==> src/rtl/ucs_pkg.sv <==
// ----------------------------------------------------------------------------
// ucs_pkg - UTF-8 code point substitution, shared definitions
// Field widths, UTF-8 tag constants, the token that travels down the table
// chain and the channel payload types.
// ----------------------------------------------------------------------------
package ucs_pkg;

   localparam int ByteW  = 8;
   localparam int CodeW  = 21;
   localparam int IndexW = 7;

   // result queue between the chain and the output port
   localparam int QueueDepth  = 8;
   localparam int QueuePtrW   = 3;
   localparam int QueueCountW = 4;

   // lead byte classification
   localparam logic [ByteW-1:0] Mask2    = 8'hE0;
   localparam logic [ByteW-1:0] Mask3    = 8'hF0;
   localparam logic [ByteW-1:0] Mask4    = 8'hF8;
   localparam logic [ByteW-1:0] LeadTag2 = 8'hC0;
   localparam logic [ByteW-1:0] LeadTag3 = 8'hE0;
   localparam logic [ByteW-1:0] LeadTag4 = 8'hF0;
   localparam logic [ByteW-1:0] ContTag  = 8'h80;

   // encoding range limits
   localparam logic [CodeW-1:0] Max1 = 21'h00007F;
   localparam logic [CodeW-1:0] Max2 = 21'h0007FF;
   localparam logic [CodeW-1:0] Max3 = 21'h00FFFF;

   typedef enum logic [1:0] {
      TK_NONE   = 2'd0,
      TK_LOOKUP = 2'd1,
      TK_WRITE  = 2'd2
   } token_kind_type;

   // one slot of the chain: a table write or a code point lookup
   typedef struct packed {
      token_kind_type    kind;
      logic [IndexW-1:0] entry_index;
      logic [CodeW-1:0]  code;
      logic [ByteW-1:0]  data_byte;
      logic              enable;
      logic              hit;
   } token_type;

   typedef struct packed {
      logic              op;
      logic [ByteW-1:0]  in_byte;
      logic [IndexW-1:0] entry_index;
      logic [CodeW-1:0]  entry_code;
      logic [ByteW-1:0]  entry_byte;
      logic              entry_enable;
   } req_payload_type;

   typedef struct packed {
      logic [ByteW-1:0] out_byte;
      logic             end_of_run;
   } rsp_payload_type;

endpackage

==> src/rtl/ucs_if.sv <==


interface ucs_rsp_if;
   logic                     valid;
   logic                     ready;
   ucs_pkg::rsp_payload_type payload;

   modport source (output valid, output payload, input ready);
   modport sink   (input valid, input payload, output ready);
endinterface

==> src/rtl/ucs_out_queue.sv <==
// ----------------------------------------------------------------------------
// ucs_out_queue - UTF-8 encoder and result queue
// Turns a finished lookup into its replacement byte or its 1 to 4 byte
// encoding, queues it, hands bytes out one per item; drops an unmatched NUL.
// ----------------------------------------------------------------------------
module ucs_out_queue (
   input  logic               clock,
   input  logic               reset,
   input  logic               advance,
   input  ucs_pkg::token_type tok_in,
   output logic               room,
   ucs_rsp_if.source          rsp_chan
);
   import ucs_pkg::*;

   typedef struct packed {
      logic [3:0][ByteW-1:0] bytes;
      logic [1:0]            last;
   } run_type;

   run_type                entries_ff [QueueDepth];
   run_type                run;
   logic                   run_any;
   logic [QueuePtrW-1:0]   wr_ptr_ff, wr_ptr_in, rd_ptr_ff, rd_ptr_in;
   logic [QueueCountW-1:0] count_ff, count_in;
   logic [1:0]             pos_ff, pos_in;
   logic                   push, pop, take, at_end;
   logic [CodeW-1:0]       cp;

   assign cp = tok_in.code;

   // encode the finished code point
   always_comb begin
      run       = '0;
      run_any   = 1'b0;
      if (tok_in.kind == TK_LOOKUP) begin
         run_any = 1'b1;
         priority if (tok_in.hit) begin
            run.bytes[0] = tok_in.data_byte;
         end else if (cp == '0) begin
            run_any = 1'b0;
         end else if (cp <= Max1) begin
            run.bytes[0] = cp[ByteW-1:0];
         end else if (cp <= Max2) begin
            run.bytes[0] = LeadTag2 | {3'b000, cp[10:6]};
            run.bytes[1] = ContTag | {2'b00, cp[5:0]};
            run.last     = 2'd1;
         end else if (cp <= Max3) begin
            run.bytes[0] = LeadTag3 | {4'b0000, cp[15:12]};
            run.bytes[1] = ContTag | {2'b00, cp[11:6]};
            run.bytes[2] = ContTag | {2'b00, cp[5:0]};
            run.last     = 2'd2;
         end else begin
            run.bytes[0] = LeadTag4 | {5'b00000, cp[20:18]};
            run.bytes[1] = ContTag | {2'b00, cp[17:12]};
            run.bytes[2] = ContTag | {2'b00, cp[11:6]};
            run.bytes[3] = ContTag | {2'b00, cp[5:0]};
            run.last     = 2'd3;
         end
      end
   end

   assign room     = (count_ff != QueueCountW'(QueueDepth));
   assign push     = advance && run_any;
   assign rsp_chan.valid = (count_ff != '0);
   assign take     = rsp_chan.valid && rsp_chan.ready;
   assign at_end   = (pos_ff == entries_ff[rd_ptr_ff].last);
   assign pop      = take && at_end;

   assign rsp_chan.payload.out_byte   = entries_ff[rd_ptr_ff].bytes[pos_ff];
   assign rsp_chan.payload.end_of_run = at_end;

   // advance pointers, count and byte position
   always_comb begin
      wr_ptr_in = push ? wr_ptr_ff + 1'b1 : wr_ptr_ff;
      rd_ptr_in = pop ? rd_ptr_ff + 1'b1 : rd_ptr_ff;
      count_in  = count_ff + QueueCountW'(push) - QueueCountW'(pop);
      pos_in    = pos_ff;
      if (take) begin
         pos_in = at_end ? 2'd0 : pos_ff + 2'd1;
      end
   end

   always_ff @(posedge clock) begin
      if (reset) begin
         wr_ptr_ff <= '0;
         rd_ptr_ff <= '0;
         count_ff  <= '0;
         pos_ff    <= '0;
      end else begin
         wr_ptr_ff <= wr_ptr_in;
         rd_ptr_ff <= rd_ptr_in;
         count_ff  <= count_in;
         pos_ff    <= pos_in;
      end
   end

   always_ff @(posedge clock) begin
      if (push) begin
         entries_ff[wr_ptr_ff] <= run;
      end
   end

`ifndef SYNTH
   a_no_overflow: assert property (@(posedge clock) disable iff (reset)
      count_ff <= QueueCountW'(QueueDepth))
      else $error("result queue overflow");
   a_push_room: assert property (@(posedge clock) disable iff (reset)
      push |-> room)
      else $error("push into a full result queue");
   a_empty_pos: assert property (@(posedge clock) disable iff (reset)
      (count_ff == '0) |-> (pos_ff == 2'd0))
      else $error("byte position set on an empty queue");
   a_count_step: assert property (@(posedge clock) disable iff (reset)
      push && !pop |=> (count_ff == $past(count_ff) + 1'b1))
      else $error("queue count out of step");
`endif

endmodule

==> src/flat_wrapper.sv <==
// flat-port wrapper written by rule: the top's interface ports become plain ports
module ucs_out_queue_flat import ucs_pkg::*;
  (clock, reset, advance, tok_in, room, rsp_chan_valid, rsp_chan_payload, rsp_chan_ready);
  ucs_rsp_if rsp_chan_i ();
  input  logic clock;
  input  logic reset;
  input  logic advance;
  input  ucs_pkg::token_type tok_in;
  output logic room;
  output wire logic [$bits(rsp_chan_i.valid)-1:0] rsp_chan_valid;
  output wire logic [$bits(rsp_chan_i.payload)-1:0] rsp_chan_payload;
  input wire logic [$bits(rsp_chan_i.ready)-1:0] rsp_chan_ready;
  assign rsp_chan_valid = rsp_chan_i.valid;
  assign rsp_chan_payload = rsp_chan_i.payload;
  assign rsp_chan_i.ready = rsp_chan_ready;
  ucs_out_queue u_core (.clock(clock), .reset(reset), .advance(advance), .tok_in(tok_in), .room(room), .rsp_chan(rsp_chan_i));
endmodule
==> config.mk <==
export PLATFORM = sky130hd
export DESIGN_NAME = ucs_out_queue_flat
export DESIGN_NICKNAME = d
export VERILOG_FILES = /design/src/rtl/ucs_pkg.sv /design/src/rtl/ucs_if.sv /design/src/rtl/ucs_out_queue.sv /design/src/flat_wrapper.sv
export SDC_FILE = /design/constraint.sdc
export NUM_CORES = 1
export LEC_CHECK = 0
export BUFFER_PORTS_ARGS = -buffer_cell sky130_fd_sc_hd__buf_2
export CAP_MARGIN = 20
export CORE_UTILIZATION = 55
export DETAILED_ROUTE_END_ITERATION = 8
export GPL_ROUTABILITY_DRIVEN = 0
export HOLD_SLACK_MARGIN = 0.02
export PLACE_DENSITY = 0.73
export REMOVE_ABC_BUFFERS = 1
export SLEW_MARGIN = 20
export SYNTH_ARGS = -nofsm -noshare
export SYNTH_HDL_FRONTEND = slang
export SYNTH_SLANG_ARGS = --single-unit
==> constraint.sdc <==
create_clock -name clock -period 4.15 [get_ports clock]
set_input_delay 0 -clock clock [delete_from_list [all_inputs] [get_ports clock]]
set_output_delay 0 -clock clock [all_outputs]
set_load 0.05 [all_outputs]
# [Word-level counts from Yosys, hierarchy flattened]
# Memories as Yosys holds them, arrays and structs flattened. A register that Yosys moved wholly into a read port is not among the register bits.
# Cells that the tools add are included.
[op_classes] addsub=5 n_mux=22 n_lt_le_gt_ge=4 n_reduce_logical=5 eq_ne=3
[ops] op="$mux W24" count=3
[ops] op="$mux W34" count=2
[ops] op="$mux W8" count=4
[ops] op="$le A21 B11 Y1 const B" count=1
[ops] op="$le A21 B16 Y1 const B" count=1
[ops] op="$le A21 B7 Y1 const B" count=1
[ops] op="$logic_not A21 Y1" count=1
[ops] op="$mux W18" count=1
[ops] op="$bmux W8 S2" count=1
[ops] op="$mux W16" count=1
[ops] op="$add A3 B1 Y3 const B" count=2
[ops] op="$mux W2" count=3
[ops] op="$mux W3" count=2
[ops] op="$mux W1" count=5
[ops] op="$add A4 B1 Y4" count=1
[ops] op="$ne A4 B4 Y1 const B" count=1
[ops] op="$reduce_bool A4 Y1" count=1
[ops] op="$sub A4 B1 Y4" count=1
[ops] op="$logic_and A1 B1 Y1" count=3
[ops] op="$lt A2 B3 Y1 const B" count=1
[ops] op="$add A2 B1 Y2 const B" count=1
[ops] op="$eq A2 B1 Y1 const B" count=1
[ops] op="$eq A2 B2 Y1" count=1
[totals] inputBits=44 reg_bits=12 ram_bits=272 elab_cells=44 n_memories=1 output_inout_bits=11
[memory_table] memory="u_core.entries_ff" depth=8 word_bits=34 rd=1 rd_clocked_by_memory_dff=1 write_ports=1 line="ucs_out_queue.sv:21" source="run_type entries_ff [QueueDepth];"

# [Longest topological paths before layout]
# Gate-level depths: netlist (run 1).
[logic_depth] word_depth=7 mapped_depth=12 depth_no_buf=12

# [Worst setup path before layout (run 1)]
# Ideal clock, no wire load.
[synth_path] kind="input-to-reg" startpoint="input port tok_in[23] in the netlist's numbering" endpoint="memory u_core.entries_ff[4][0] in the netlist's numbering, enable pin" setup_slack_ns=0.708 t_required_ns=3.695 stages=6 path_buffers=1 setup_ns=0.455 t_arrival_ns=2.987 cell_sequence="or4_1 > clkbuf_1 > nor4_4 > a41oi_2 > nand2_1 > nor3_1"
[synth_between] elab_chain_cells=7
[synth_rtl] item="start: declaration" line="flat_wrapper.sv:8" source="input ucs_pkg::token_type tok_in;"
[synth_rtl] item="$logic_not A21 Y1" line="ucs_out_queue.sv:40" source="end else if (cp == '0) begin"
[synth_rtl] item="$mux W1" line="ucs_out_queue.sv:40"
[synth_rtl] item="$mux W1" line="ucs_out_queue.sv:38" source="priority if (tok_in.hit) begin"
[synth_rtl] item="$mux W1" line="ucs_out_queue.sv:36" source="if (tok_in.kind == TK_LOOKUP) begin"
[synth_rtl] item="$logic_and A1 B1 Y1" line="ucs_out_queue.sv:64" source="assign push = advance && run_any;"
[synth_rtl] item="named net u_core.push" line="ucs_out_queue.sv:27" source="logic push, pop, take, at_end;"
[synth_rtl] item="$mux W1" line="ucs_out_queue.sv:99" source="if (push) begin"
[synth_rtl] item="$mux W1 (implied by the code)" line="ucs_out_queue.sv:100" source="entries_ff[wr_ptr_ff] <= run;"
[synth_rtl] item="end: declaration" line="ucs_out_queue.sv:21"
# The timed path passes the listed nets, and every way through them passes these cells.

==> results of run 1 <==
## cells in the final DEF, fill, tap and decap left out, types with 5 or more instances in the layout
cell / instances
edfxtp_1: 240
mux2i_1: 10
clkinv_1: 6
mux4_2: 72
and3_1: 6
clkinv_2: 6
inv_1: 10
ha_1: 8
mux2_2: 10
nor2_4: 6
a22oi_1: 6
nor2_1: 25
nand2b_1: 5
clkbuf_16: 25
a21oi_1: 13
buf_4: 18
buf_2: 46
dfxtp_1: 13
o21ai_0: 8
nand2_1: 20
## where the power goes
part / internal, uW / leakage (uW) / switching (uW)
logic: 315 / 0.00112 / 469
registers: 2840 / 0.00227 / 32.8
clock network: 1280 / 0.000387 / 888
total: 4440 / 0.00378 / 1390
## critical path: stages, from the launching register on
cell     delay (ns)
dfxtp_4        0.62
buf_4          0.52
mux4_2         0.58
mux4_2         0.50
mux2_2         0.27
buf_2          0.21
## metal layers
metal  wire [um]  vias up  global-route usage, %
li1            -     2331                      -
met2       11000      211                   39.1
met1        8870     2816                   32.5
met3        1450       40                   3.25
met4         462        0                   7.46
met5           0        -                      0
## cells by family after synthesis
family          count (synthesis)  synth area share, %
xor+xnor                        5                0.489
simple gates                   91                 4.48
compound gates                 47                 3.02
fa+ha+maj                       9                 1.14
buf+inv                        38                 1.65
flops                         255                 71.5
mux                            93                 17.7
## worst max path at each step
stage	end	slack, ns	depth (start not counted)
finish	rsp_chan_payload[5]	0.93	5
detailed placement	u_core.count_ff[2]$_SDFF_PP0_	1.02	11
global placement	u_core.count_ff[2]$_SDFF_PP0_	1.07	11
global route	rsp_chan_payload[5]	0.74	5
floorplan	u_core.count_ff[2]$_SDFF_PP0_	-0.80	11
CTS	rsp_chan_payload[5]	0.84	5
## sequential cells by signal, indices dropped and copies added, names as in the netlist, named ones only
name	cells
u_core.count_ff	4
u_core.entries_ff	240
u_core.pos_ff	2
u_core.wr_ptr_ff	3
u_core.rd_ptr_ff	3
## synth_stat cells (4+ instances only)
library cell / n
mux4_2: 72
buf_2: 6
a21o_1: 4
nand2_1: 20
inv_1: 10
nand2b_1: 5
edfxtp_1: 240
a22oi_1: 6
buf_1: 5
o21ai_0: 8
nor2_1: 31
clkbuf_1: 13
and3_1: 6
mux2_2: 10
ha_1: 8
mux2i_1: 10
a21oi_1: 13
dfxtp_1: 15
nor2b_1: 4
or4_1: 4
## per-stage QoR
stage                     total power (uW)  instance area, um2  setup TNS (ns)
after detailed placement              3710               11100               0
final                                 5830               11900               0
after global routing                  6020               11900               0
after global placement                3690               11100               0
after floorplan                       3510               10400           -3.65
after CTS                             5870               11900               0
## area by class of cell
type	instances	area (um2)	share of cell area [%]
antenna	2	5.00	0.0419
sequential	255	7510	62.9
clock buffer	28	637	5.34
multi-input combinational	245	2870	24.0
inverter	10	37.5	0.314
tap	234	293	2.45
timing repair buffer	69	425	3.56
clock inverter	17	155	1.30
==> results.json, run 1 <==
{
  "die_area_um2": 19600,
  "vias": 5398,
  "setup_viol": 0,
  "clock_skew_ns": 0.00536,
  "max_freq_mhz": 311,
  "leakagePower_uw": 0.00378,
  "cts_buffers": 25,
  "clock-sinks": 255,
  "gr-total-overflow": 0,
  "ys_warn_count": 0,
  "finalHoldViolations": 0,
  "r2r_slack_ns": 1.01,
  "hold_start": "tok_in[7]",
  "mappedNetlistArea_um2": 10500,
  "cts_buffer_depth": 3,
  "synth_async_sr_flop_share_pct": 0,
  "cts_tree": "yes",
  "ant_nets": 0,
  "pin_count": 55,
  "crit_arrival_ns": 3.22,
  "yosys.area.top_type": "edfxtp_1",
  "drive_gt1_share_pct": 32.5,
  "grt_pass1_wl_um": 33500,
  "setup_slack_ns": 0.931,
  "start_util_pct": 56.1,
  "r2r_end": "u_core.count_ff[2]$_SDFF_PP0_",
  "hold_path_end": "u_core.entries_ff[1][7]$_DFFE_PP_",
  "post-place-ws_ns": 1.02,
  "drtIter0Drc": 588,
  "remaining_drc_errors": 0,
  "holdBufCountCts": 4,
  "critical_path_class": "flop to primary output",
  "htree_levels": 1,
  "utilization_pct": 63.8,
  "clock-root-buffer": "clkbuf_16",
  "outcome": "finished, final reports clean",
  "cap_violations": 0,
  "antenna_found_initial": 1,
  "ctsResizeCount": 0,
  "tightest_slew_ns": 0.986,
  "dp_hpwl_um": 13200,
  "rows": 50,
  "cp.required_ns": 4.15,
  "final-max-slew-violation-count": 0,
  "die_w_um": 140,
  "cp_max_fo": 24,
  "grt_start_max_net_pins": 31,
  "finalCritPeriodShare_pct": 77.6,
  "dp.cells": 809,
  "fillCellCount": 1244,
  "fin_crit_ns": 3.22,
  "syn_area_per_cell_um2": 19.5,
  "grt_usage_pct": 23.4,
  "reg2reg_depth": 11,
  "ys_seq_area_share_pct": 71.5,
  "holdWs_ns": 0.0512,
  "ir_drop_mv": 0.441,
  "start_kind": "flop",
  "hold_class": "input port to flop",
  "areaGrowthSynthToFinish_pct": 13.7,
  "core_area_um2": 18700,
  "synth_ff_type": "edfxtp_1",
  "p_per_area_nw_per_um2": 488,
  "final_nets": 659,
  "ys_seq_elements": 255,
  "vias_per_cell": 6.28,
  "wire_per_inst_um": 25.3,
  "die_h_um": 140,
  "yosysTopAreaCellShare_pct": 68.7,
  "fin_cells": 860,
  "slew_headroom_pct": 33.6,
  "path_clk_slew_ns": 0.06,
  "synth-edff-count": 240,
  "post_cts_buffers": 0,
  "grt_pass1_vias": 5644,
  "synth_top_cells_by_area": "edfxtp_1 (69%), mux4_2 (15%), dfxtp_1 (2.9%), nor2_1 (1.1%), mux2_2 (1.1%)",
  "postSynthCellCount": 538,
  "worst_setup_path_end_kind": "primary output",
  "wl_um": 21800,
  "first_pass_iters": 5,
  "yosysUniqueCellTypes": 46,
  "worstSkewPairLatency_ns": 0.51,
  "rsz0062_at_grt": "no",
  "port_buffers": 46,
  "worstHoldPathCells": 2
}
Note: power is estimated with default switching activity, not from simulation.
==> run 2: changes to the inputs <==
Settings changed: ABC_AREA from default to 1, PLACE_DENSITY 0.73 to 0.76.
Clock period 4.15 ns to 2.6 ns, I/O delays scaled along.
==> run 2 against run 1 <==
Compared with the run above:
- first-iteration DRC count rose by 55%
- worst hold slack got worse by 0.0054 ns
- register-to-register slack got worse by 0.86 ns
- sequential share of layout area fell by 2.1 points
- clock skew rose by 0.0033 ns
- synthesized cell count rose by 71%
==> results.json, run 2 <==
{
  "clock-root-buffer": "clkbuf_16",
  "core_area_um2": 19500,
  "path_clk_slew_ns": 0.06,
  "tightest_slew_ns": 0.786,
  "post-place-ws_ns": 0.235,
  "start_util_pct": 56.2,
  "drtIter0Drc": 913,
  "ys_seq_elements": 255,
  "vias": 7567,
  "vias_per_cell": 5.98,
  "crit_arrival_ns": 2.49,
  "rows": 51,
  "r2r_end": "u_core.count_ff[2]$_SDFF_PP0_",
  "die_area_um2": 20500,
  "port_buffers": 46,
  "cts_tree": "yes",
  "pin_count": 55,
  "top_register": "u_core.entries_ff",
  "die_w_um": 143,
  "crit_path_end": "rsp_chan_payload[1]",
  "fin_crit_ns": 2.49,
  "hold_class": "input port to flop",
  "gr-total-overflow": 0,
  "grtUsageMet2_pct": 40.6,
  "cts_buffer_depth": 3,
  "use_met3_pct": 3.72,
  "largest_register_ffs": 240,
  "reg.largest.list": "u_core.entries_ff: 240 flops, u_core.count_ff: 4 flops",
  "yosysMostFrequentCell": "edfxtp_1",
  "gr-usage-met1_pct": 38.4,
  "start_kind": "flop",
  "cp.required_ns": 2.60,
  "outcome": "finished, final reports clean",
  "leakagePower_uw": 0.00438,
  "dp_hpwl_um": 14800,
  "antenna_found_initial": 0,
  "slew_headroom_pct": 47.3,
  "ys_warn_count": 0,
  "postSynthCellCount": 920,
  "areaGrowthSynthToFinish_pct": 12.9,
  "grt_pass1_vias": 7100,
  "syn_area_per_cell_um2": 11.9,
  "reg2reg_depth": 14,
  "yosysUniqueCellTypes": 42,
  "busiest_layer": "met2",
  "worstSkewPairLatency_ns": 0.53,
  "final-max-slew-violation-count": 0,
  "cap_violations": 0,
  "remaining_drc_errors": 0,
  "clock_skew_ns": 0.00869,
  "synth_ff_type": "edfxtp_1",
  "holdWs_ns": 0.0458,
  "finalHoldViolations": 0,
  "drive_gt1_share_pct": 13.6,
  "yosysTopAreaCellShare_pct": 65.9,
  "grt_pass1_wl_um": 40100,
  "ant_nets": 0,
  "final_nets": 1035,
  "critical_path_class": "flop to primary output",
  "rsz0062_at_grt": "no",
  "finalCritPeriodShare_pct": 95.9,
  "die_h_um": 143,
  "grt_start_max_net_pins": 100,
  "htree_levels": 1,
  "wl_um": 26000,
  "cp_max_fo": 50,
  "setup_viol": 0,
  "ys_seq_area_share_pct": 68.6,
  "first_pass_iters": 6,
  "layout_common_cells": "edfxtp_1 (240), nor2_1 (158), o21ai_0 (100)",
  "grt_usage_pct": 26.6,
  "r2r_slack_ns": 0.15,
  "mappedNetlistArea_um2": 10900,
  "synth_async_sr_flop_share_pct": 0,
  "fin_setup_tns_ns": 0,
  "clock-sinks": 255,
  "synthTopCellsByCount": "edfxtp_1 (240), nor2_1 (162), o21ai_0 (100)",
  "synth-edff-count": 240,
  "ir_drop_mv": 0.764,
  "yosys.area.top_type": "edfxtp_1",
  "cts_buffers": 25,
  "antenna_cells": 0,
  "synth_top_cells_by_area": "edfxtp_1 (66%), nor2_1 (5.6%), o21ai_0 (4.6%), nand2_1 (3.0%), o221ai_1 (2.9%)",
  "post_cts_buffers": 0,
  "worst_setup_path_end_kind": "primary output",
  "setup_slack_ns": 0.107,
  "p_per_area_nw_per_um2": 822,
  "max_freq_mhz": 401,
  "wire_per_inst_um": 20.5,
  "final_common_cell": "edfxtp_1"
}
## run 2: changes by cell type in the layout (fill, tap and decap cells not counted), sizes merged, moves of 13 or more
| cell | previous run | this run |
|---|---|---|
| inv | 10 | 58 |
| mux4 | 72 | 0 |
| nand2 | 20 | 91 |
| nand3 | 3 | 49 |
| nor2 | 32 | 167 |
| o21ai | 8 | 130 |
| o221ai | 0 | 36 |
| o22ai | 1 | 14 |
## run 2: how the worst min path moves through the flow
stage | slack [ns] | cells after the start | startpoint | endpoint
floorplan | 0.07 | 1 | reset | u_core.count_ff[1]$_SDFF_PP0_
global placement | 0.26 | 2 | reset | u_core.count_ff[1]$_SDFF_PP0_
detailed placement | 0.27 | 2 | reset | u_core.wr_ptr_ff[2]$_SDFFE_PP0P_
CTS | 0.03 | 3 | tok_in[11] | u_core.entries_ff[7][27]$_DFFE_PP_
global route | 0.08 | 4 | tok_in[39] | u_core.entries_ff[4][6]$_DFFE_PP_
finish | 0.05 | 3 | tok_in[11] | u_core.entries_ff[7][27]$_DFFE_PP_
## run 2: layout make-up
cell class,instances,area [um2]
flip-flops and latches,255,7510
fillers,1441,7110
multi-input cells,554,2900
clock buffers,39,688
repair buffers,87,651
well taps,265,332
inverters,59,229
clock inverters,7,38.8
## run 2: worst max-delay path, cell delays in order, from the launching register on
cell     delay (ns)
dfxtp_2        0.54
buf_8          0.34
o21ai_0        0.15
o22ai_1        0.21
o21ai_1        0.09
o21ai_1        0.22
nand2_1        0.08
nand2_1        0.07
buf_2          0.26
## run 2: routing by layer
metal / vias to the layer above / share of wire (%) / routed length [um]
li1: 3470 / - / -
met1: 3628 / 40 / 10400
met3: 53 / 9.5 / 2480
met2: 416 / 47 / 12200
met5: - / 0 / 0
met4: 0 / 3.3 / 846
## run 2: cell families after synthesis
| family | after synthesis | synth area share [%] |
|---|---|---|
| flops | 255 | 68.6 |
| fa+ha+maj | 9 | 1.10 |
| xor+xnor | 3 | 0.240 |
| simple gates | 325 | 12.8 |
| compound gates | 217 | 11.9 |
| buf+inv | 111 | 5.34 |
## run 2: what timing repair did
item	CTS	global route
hold endpoints to repair	98	0
gates resized for setup	6	8
pin swaps	0	0
hold buffers	14	0
endpoints found under the setup margin	8	8
## run 2: power breakdown
| group | switching (uW) | leakage [uW] | internal [uW] |
|---|---|---|---|
| Combinational | 1630 | 0.00171 | 671 |
| Clock | 1430 | 0.000352 | 1820 |
| Sequential | 71.8 | 0.00233 | 4540 |
| Total | 3130 | 0.00438 | 7030 |
## run 2: through the flow
| step | utilization, % | instance area, um2 | cells | total power (uW) |
|---|---|---|---|---|
| floorplan | - | 10600 | 868 | 6220 |
| global placement | 58.8 | 11400 | 1206 | 6850 |
| detailed placement | 58.8 | 11400 | 1206 | 6910 |
| CTS | 63.3 | 12300 | 1266 | 10100 |
| global route | 63.5 | 12400 | 1266 | 10600 |
| finish | 63.5 | 12400 | 1266 | 10200 |
==> run 3: changes to the inputs <==
Settings changed: CTS_BUF_LIST from default to sky130_fd_sc_hd__clkbuf_8.
==> run 3 against run 2 <==
Compared with the run above:
- utilization increased by 0.18 points
- sequential cell count unchanged
- cell count up 1.6%
- combinational power about the same
- critical path depth is the same
- highest routed layer unchanged
- critical path type unchanged
- worst hold slack better by 0.0051 ns
- largest cell class unchanged
==> results.json, run 3 (synthesis gave the netlist of run 2 again) <==
{
  "outcome": "finished, final reports clean",
  "r2r_end": "u_core.count_ff[2]$_SDFF_PP0_",
  "cap_violations": 0,
  "htree_levels": 2,
  "ant_nets": 0,
  "vias_per_cell": 5.87,
  "clock-root-buffer": "clkbuf_8",
  "path_clk_slew_ns": 0.06,
  "worst_setup_path_end_kind": "primary output",
  "hold_start": "tok_in[39]",
  "ir_drop_mv": 0.609,
  "grt_pass1_wl_um": 40100,
  "crit_arrival_ns": 2.43,
  "worstSkewPairLatency_ns": 0.54,
  "power_frac_clock_pct": 31.6,
  "critical_path_class": "flop to primary output",
  "fin_crit_ns": 2.43,
  "reg.largest.list": "u_core.entries_ff: 240 flops, u_core.count_ff: 4 flops",
  "layout_common_cells": "edfxtp_1 (240), nor2_1 (158), o21ai_0 (100)",
  "final_nets": 1051,
  "fin_setup_tns_ns": 0,
  "drive_gt1_share_pct": 15.1,
  "grt_start_max_net_pins": 100,
  "top_register": "u_core.entries_ff",
  "areaGrowthSynthToFinish_pct": 13.2,
  "cts_buffer_depth": 3,
  "internal-power_uw": 6980,
  "combPwrFrac_pct": 22.9,
  "vias": 7546,
  "largest_register_ffs": 240,
  "drtIter0Drc": 949,
  "hold_path_end": "u_core.wr_ptr_ff[1]$_SDFFE_PP0P_",
  "grt_usage_pct": 26.9,
  "die_w_um": 143,
  "final_common_cell": "edfxtp_1",
  "p_per_area_nw_per_um2": 818,
  "clock_skew_ns": 0.00667,
  "slew_headroom_pct": 49.1,
  "rows": 51,
  "gr-total-overflow": 0,
  "pin_count": 55,
  "cts_buffers": 41,
  "remaining_drc_errors": 0,
  "antenna_cells": 0,
  "antenna_found_initial": 0,
  "hold_class": "input port to flop",
  "wire_per_inst_um": 20.5,
  "first_pass_iters": 6,
  "p_sw_uw": 3160,
  "clock-sinks": 255,
  "start_util_pct": 56.2,
  "cts_tree": "yes",
  "finalHoldViolations": 0,
  "leakagePower_uw": 0.00445,
  "cp.required_ns": 2.60,
  "start_kind": "flop",
  "grt_pass1_vias": 7181,
  "reg2reg_depth": 15,
  "dp_hpwl_um": 14800,
  "post_cts_buffers": 0,
  "holdWs_ns": 0.0509,
  "port_buffers": 46,
  "finalCritPeriodShare_pct": 93.4,
  "core_area_um2": 19500,
  "tightest_slew_ns": 0.759,
  "die_area_um2": 20500,
  "max_freq_mhz": 412,
  "setup_viol": 0,
  "worstHoldPathCells": 5,
  "seq_power_share_pct": 45.5,
  "r2r_slack_ns": 0.20,
  "die_h_um": 143,
  "p_sw_share_pct": 31.1,
  "cp_max_fo": 99,
  "wl_um": 26300,
  "final-max-slew-violation-count": 0
}
## run 3: worst max path at each step
stage | endpoint | startpoint | slack (ns) | cells after the start
2_1_floorplan | u_core.count_ff[2]$_SDFF_PP0_ | flop | -2.21 | 15
3_3_place_gp | u_core.count_ff[2]$_SDFF_PP0_ | flop | 0.29 | 15
3_5_place_dp | rsp_chan_payload[1] | flop | 0.24 | 8
4_1_cts | rsp_chan_payload[1] | flop | 0.03 | 9
5_1_grt | u_core.count_ff[2]$_SDFF_PP0_ | flop | -0.004 | 15
6_report | rsp_chan_payload[1] | flop | 0.17 | 8
## run 3: per-stage QoR
stage               cells  total power [uW]  setup slack (ns)  util (%)  cell area (um2)
floorplan             868              6220             -2.21         -            10600
global placement     1206              6850             0.294      58.8            11400
detailed placement   1206              6910             0.235      58.8            11400
CTS                  1286             10100            0.0315      63.5            12400
global route         1286             10600          -0.00410      63.7            12400
finish               1286             10100             0.172      63.7            12400
## run 3: repair_timing
action                                  4_1_cts  5_1_grt
hold buffers                                 14        0
endpoints found under the setup margin        8        8
gates cloned                                  0        0
gates resized for setup                       8        9
endpoints found under the hold margin       111        0
## run 3: power by group through the flow
stage          combinational (uW)  clock, uW  sequential [uW]
2_1_floorplan                1440          0             4780
3_3_place_gp                 2170          0             4690
3_5_place_dp                 2220          0             4690
4_1_cts                      2270       3240             4610
5_1_grt                      2550       3420             4620
6_report                     2320       3200             4610
## run 3: cell type report
cell class | count | area (um2)
multi-input combinational | 554 | 2900
timing repair buffer | 87 | 668
fill | 1454 | 7070
sequential | 255 | 7510
clock buffer | 41 | 564
clock inverter | 25 | 178
inverter | 59 | 229
tap | 265 | 332
## run 3: critical path: stages (launching register included)
cell     delay [ns]
dfxtp_4        0.45
buf_16         0.33
o21ai_0        0.16
o22ai_1        0.21
o21ai_1        0.09
o21ai_1        0.21
nand2_1        0.08
nand2_1        0.08
buf_2          0.26
## run 3: routing by layer
| metal | vias up | track usage [%] | part of all wire [%] |
|---|---|---|---|
| met5 | - | 0 | 0 |
| met3 | 70 | 5.47 | 9.9 |
| met2 | 391 | 40.1 | 46 |
| li1 | 3496 | - | - |
| met1 | 3589 | 37.4 | 40 |
| met4 | 0 | 14.1 | 3.4 |
